[config.mk]
export PLATFORM = sky130hd
export DESIGN_NAME = obps_ctrl
export DESIGN_NICKNAME = d
export VERILOG_FILES = /design/src/rtl/obps_pkg.sv /design/src/rtl/obps_ctrl.sv
export SDC_FILE = /design/constraint.sdc
export NUM_CORES = 1
export LEC_CHECK = 0
export ABC_AREA = 1
export BUFFER_PORTS_ARGS = -buffer_cell sky130_fd_sc_hd__buf_4
export CAP_MARGIN = 10
export CORE_MARGIN = 2
export CORE_UTILIZATION = 44
export DETAILED_ROUTE_END_ITERATION = 8
export PLACE_DENSITY = 0.67
export SLEW_MARGIN = 20
export SYNTH_ARGS = -nofsm -noshare
export SYNTH_HDL_FRONTEND = slang
export SYNTH_SLANG_ARGS = --single-unit
[constraint.sdc]
create_clock -name clk -period 3.4 [get_ports clk]
set_clock_uncertainty 0.2 [all_clocks]
set_input_delay 0.68 -clock clk [delete_from_list [all_inputs] [get_ports clk]]
set_output_delay 0.68 -clock clk [all_outputs]
set_load 0.1 [all_outputs]
[src/rtl/obps_pkg.sv]
// ---------------------------------------------------------------------------
// obps_pkg
// Shared types and constants of the odd-only bitmap prime sieve: field
// widths, fill pattern, status codes and the controller/datapath interface.
// ---------------------------------------------------------------------------
package obps_pkg;

	// Field and internal widths
	localparam int LIM_W  = 21;          // configured limit
	localparam int IDX_W  = LIM_W;       // bit index into the odd map
	localparam int BYTE_W = IDX_W - 3;   // byte index into the odd map
	localparam int P_W    = 12;          // sieving prime, p*p stays within the limit
	localparam int SQ_W   = LIM_W + 1;   // p*p, one past the limit at loop exit
	localparam int CNT_W  = 17;          // prime count
	localparam int NUM_W  = 32;          // query number

	localparam logic [P_W-1:0]  INIT_P  = P_W'(5);
	localparam logic [SQ_W-1:0] INIT_SQ = SQ_W'(25);

	// Map fill: byte 0 is special, the rest repeats with period three
	localparam logic [7:0] FIRST_BYTE = 8'h6e;
	localparam logic [7:0] FILL_PAT [0:2] = '{8'd219, 8'd182, 8'd109};
	localparam logic [1:0] PHASE_NEXT [0:2] = '{2'd1, 2'd2, 2'd0};

	// Item kinds
	localparam logic KIND_BUILD = 1'b0;
	localparam logic KIND_QUERY = 1'b1;

	// Result status codes
	typedef enum logic [1:0] {
		ST_OK        = 2'd0,
		ST_RANGE     = 2'd1,
		ST_NOT_BUILT = 2'd2
	} status_t;

	// Controller to datapath commands
	typedef struct packed {
		logic build_start;
		logic q_accept;
		logic fill_wr;
		logic p_rd;
		logic p_adv;
		logic j_init;
		logic clr_rd;
		logic clr_wr;
		logic cnt_init;
		logic cnt_rd;
		logic cnt_commit;
		logic load_build;
		logic load_query;
	} obps_cmd_t;

	// Datapath to controller status
	typedef struct packed {
		logic at_top_byte;
		logic sq_gt_lim;
		logic cand_set;
		logic j_gt_top;
		logic out_free;
	} obps_sts_t;

endpackage

[src/rtl/obps_ctrl.sv]
// ---------------------------------------------------------------------------
// obps_ctrl
// Sequencer of the sieve: accepts items, steps the build through fill,
// sieve and count, and hands results to the output register.
// ---------------------------------------------------------------------------
module obps_ctrl
	import obps_pkg::obps_cmd_t;
	import obps_pkg::obps_sts_t;
(
	input  logic      clk,
	input  logic      arst_n,
	input  logic      s_tvalid,
	input  logic      kind,
	output logic      s_tready,
	input  obps_sts_t sts,
	output obps_cmd_t cmd
);
	import obps_pkg::*;

	typedef enum logic [9:0] {
		IDLE     = 10'b00_0000_0001,
		FILL     = 10'b00_0000_0010,
		P_RD     = 10'b00_0000_0100,
		P_CHK    = 10'b00_0000_1000,
		CLR_RD   = 10'b00_0001_0000,
		CLR_WR   = 10'b00_0010_0000,
		CNT      = 10'b00_0100_0000,
		CNT_LAST = 10'b00_1000_0000,
		B_DONE   = 10'b01_0000_0000,
		Q_DONE   = 10'b10_0000_0000
	} state_t;

	state_t state_q, state_d;

	// Next state and commands
	always_comb begin
		state_d  = state_q;
		cmd      = '0;
		s_tready = 1'b0;
		unique case (state_q)
			IDLE: begin
				s_tready = 1'b1;
				if (s_tvalid) begin
					if (kind == KIND_QUERY) begin
						cmd.q_accept = 1'b1;
						state_d      = Q_DONE;
					end else begin
						cmd.build_start = 1'b1;
						state_d         = FILL;
					end
				end
			end
			FILL: begin
				cmd.fill_wr = 1'b1;
				if (sts.at_top_byte) begin
					state_d = P_RD;
				end
			end
			P_RD: begin
				if (sts.sq_gt_lim) begin
					cmd.cnt_init = 1'b1;
					state_d      = CNT;
				end else begin
					cmd.p_rd = 1'b1;
					state_d  = P_CHK;
				end
			end
			P_CHK: begin
				if (sts.cand_set) begin
					cmd.j_init = 1'b1;
					state_d    = CLR_RD;
				end else begin
					cmd.p_adv = 1'b1;
					state_d   = P_RD;
				end
			end
			CLR_RD: begin
				if (sts.j_gt_top) begin
					cmd.p_adv = 1'b1;
					state_d   = P_RD;
				end else begin
					cmd.clr_rd = 1'b1;
					state_d    = CLR_WR;
				end
			end
			CLR_WR: begin
				cmd.clr_wr = 1'b1;
				state_d    = CLR_RD;
			end
			CNT: begin
				cmd.cnt_rd = 1'b1;
				if (sts.at_top_byte) begin
					state_d = CNT_LAST;
				end
			end
			CNT_LAST: begin
				cmd.cnt_commit = 1'b1;
				state_d        = B_DONE;
			end
			B_DONE: begin
				if (sts.out_free) begin
					cmd.load_build = 1'b1;
					state_d        = IDLE;
				end
			end
			Q_DONE: begin
				if (sts.out_free) begin
					cmd.load_query = 1'b1;
					state_d        = IDLE;
				end
			end
			default: begin
				state_d = IDLE;
			end
		endcase
	end

	// State register
	always_ff @(posedge clk or negedge arst_n) begin
		if (!arst_n) begin
			state_q <= IDLE;
		end else begin
			state_q <= state_d;
		end
	end

endmodule

==> results.yml <==
clocking:
  clock-sinks: 10
  cts_buffers: 3
  cts_max_path_buffers: 2
  cts_tree: "built"
  clk_latency_ps: 270
  ctsHoldBuffers: 0
  path_clk_slew_ps: 80
  cts-resized-gates: 0
  post_cts_buffers: 0
  h-tree-depth: 1
  cts-root-buf: "clkbuf_4"
finish:
  nFillCells: 176
  area_growth_pct: 30.7
  largest_reg_flops: 10
  reg.largest.list: "state_q x10"
  top_register: "state_q"
  layout_commonest_cell: "nand2_1"
  drive_gt1_frac: 0.393
  layout_common_cells: "nand2_1, inv_1, nor2_1, buf_4, dfrtp_1"
  seqCellArea_sq_um: 251
  final_nets: 155
  multi_input_area_sq_um: 490
  diodes: 0
  fin_area_sq_mm: 0.00106
sta:
  maxSlewViolCount: 0
  worst_slew_pin_slew_ps: 280
  period_minus_slack_ps: 2700
  hold_viol: 0
  setup_viol: 0
  max_freq_ghz: 0.370
  setup_tns_ps: 0
  holdWs_ps: 20.6
  slew_headroom: 0.815
  rsz0062_at_grt: "no"
  fin_crit_sh: 0.795
  worst_slack_ps: 698
drt:
  drc_errors: 0
  dr.pass1.iters: 4
  wirelength_um: 1750
  routedWlPerCell_um: 10.3
  vias: 764
  final_antenna_net_count: 0
  vias_per_cell: 4.49
  drtIter0Drc: 7
setup_path:
  crit_type: "reg -> out"
  cp_slowest_stage_delay_ps: 440
  crit_path_end_kind: "output port"
  crit_fanout: 5
  cp_data_required_time_ps: 2520
  worstSetupStartpointType: "register"
  r2r_cells: 9
  crit_top_cell: "nor2_2"
  arrival_ps: 1820
  cpMaxStageDelayCell: "dfrtp_1"
  path_cells: "nor2_2 > nand2_2 > nor2_4 > nand2_4 > or2_4 > nor2_2 > buf_4"
place:
  post-place-ws_ps: 999
  placed_cell_area_sq_mm: 0.00102
  dp_hpwl_um: 1450
  gp_congestion: 0.818
  port-buffer-count: 22
job:
  drv_cap: 0
synthesis:
  synth_area_sq_um: 812
  synth-compound-area-share: 0.0508
  syn_area_per_cell_sq_um: 6.82
  synth_top_area_cell: "dfrtp_1"
  synthSimpleGateAreaFrac: 0.533
  yosys-mux-area-fraction: 0
  synth_xor_area_frac: 0
  synth.area.top_cells: "dfrtp_1, nand2_1, inv_1"
  syn-num-nets: 128
  ys_seq_elements: 10
  synth_top_area_frac: 0.277
  synth.distinct_cells: 21
  synth_top_family_by_area: "simple AND/OR/NAND/NOR gates"
  seq_area_frac_synth: 0.310
  yosysWarningCount: 0
  synthCells: 119
  synthAdderAreaFrac: 0
die:
  io_pins: 23
  fp.dieW_um: 47.0
  die-area_sq_mm: 0.00221
  initial_core_util: 0.470
  die_y_um: 47.0
  rows: 15
  core_sq_mm: 0.00173
pwr:
  seq_power_share: 0.216
  internal_power_mw: 0.332
  p_comb_frac: 0.631
  ir_worst_vdd_mv: 0.622
  pwr-share-clk: 0.153
  power_per_cell_area_mw_per_mm2: 695
  switching_share: 0.550
  p_leak_nw: 0.598
  p_switching_mw: 0.406
grt:
  grt_pass1_vias: 673
  groute.usage.overall: 0.181
  grt_max_degree: 11
  antenna_found_initial: 0
  grt_pass1_wl_um: 2700
  overflow: 0
run_status:
  status: "completed"
worst_hold_path:
  hold_class: "in -> async"
cells by family after synthesis:
family	count (synthesis)
DFF	10
and+or+nand+nor	82
buffers and inverters	23
AOI/OAI and AO/OA	4
power by group through the flow:
stage	clock (mW)	combinational [mW]	sequential [mW]
floorplan	0	0.387	0.158
global placement	0	0.466	0.160
detailed placement	0	0.469	0.161
CTS	0.116	0.471	0.159
global route	0.122	0.501	0.162
finish	0.113	0.466	0.159
Yosys cell counts:
cell type,count
o21ai_2,1
or2_4,1
nand2_4,3
nand4_1,1
dfstp_2,1
nor2_1,22
nor2_4,4
o22ai_2,1
dfrtp_1,9
o21bai_1,1
inv_2,1
nand2_2,7
nor3_1,3
nand3_4,1
nand2_1,26
nor4_1,2
nor2_2,7
inv_1,22
or2_1,1
o211ai_2,1
nand3_1,4
critical path, delay by kind of cell (launching register included):
family | cells | cell delay (ps)
buffers and inverters | 1 | 290
and+or+nand+nor | 6 | 820
DFF | 1 | 440
metrics by stage:
stage          total power [mW]  utilization  std cells
3_3_place_gp              0.627        0.593        166
6_report                  0.738        0.614        170
4_1_cts                   0.746        0.614        170
2_1_floorplan             0.545            -        119
3_5_place_dp              0.630        0.593        166
5_1_grt                   0.784        0.614        170
worst paths after layout:
check / to / slack, ps / from
worst max-delay path: cmd[12] / 700 / state_q[4]
max in group asynchronous: state_q[0] / 2760 / arst_n
worst max register to register: state_q[8] / 1780 / state_q[0]
worst min register to register: state_q[6] / 330 / state_q[6]
worst min-delay path: state_q[2] / 20 / arst_n
min in group clk: state_q[6] / 330 / state_q[6]
routing by layer:
metal  global-route usage  share of wire  up-vias
met2                0.315           0.49       17
met1                0.213           0.46      335
li1                     -              -      408
met5                    0              0        -
met3               0.0231          0.032        4
met4                0.100          0.017        0
final cells by class:
class,instances,area share
flip-flops and latches,10,0.237
well taps,25,0.0295
repair buffers,22,0.156
multi-input cells,86,0.462
clock buffers,4,0.0342
inverters,23,0.0814
Power figures use the tool's default switching activity.
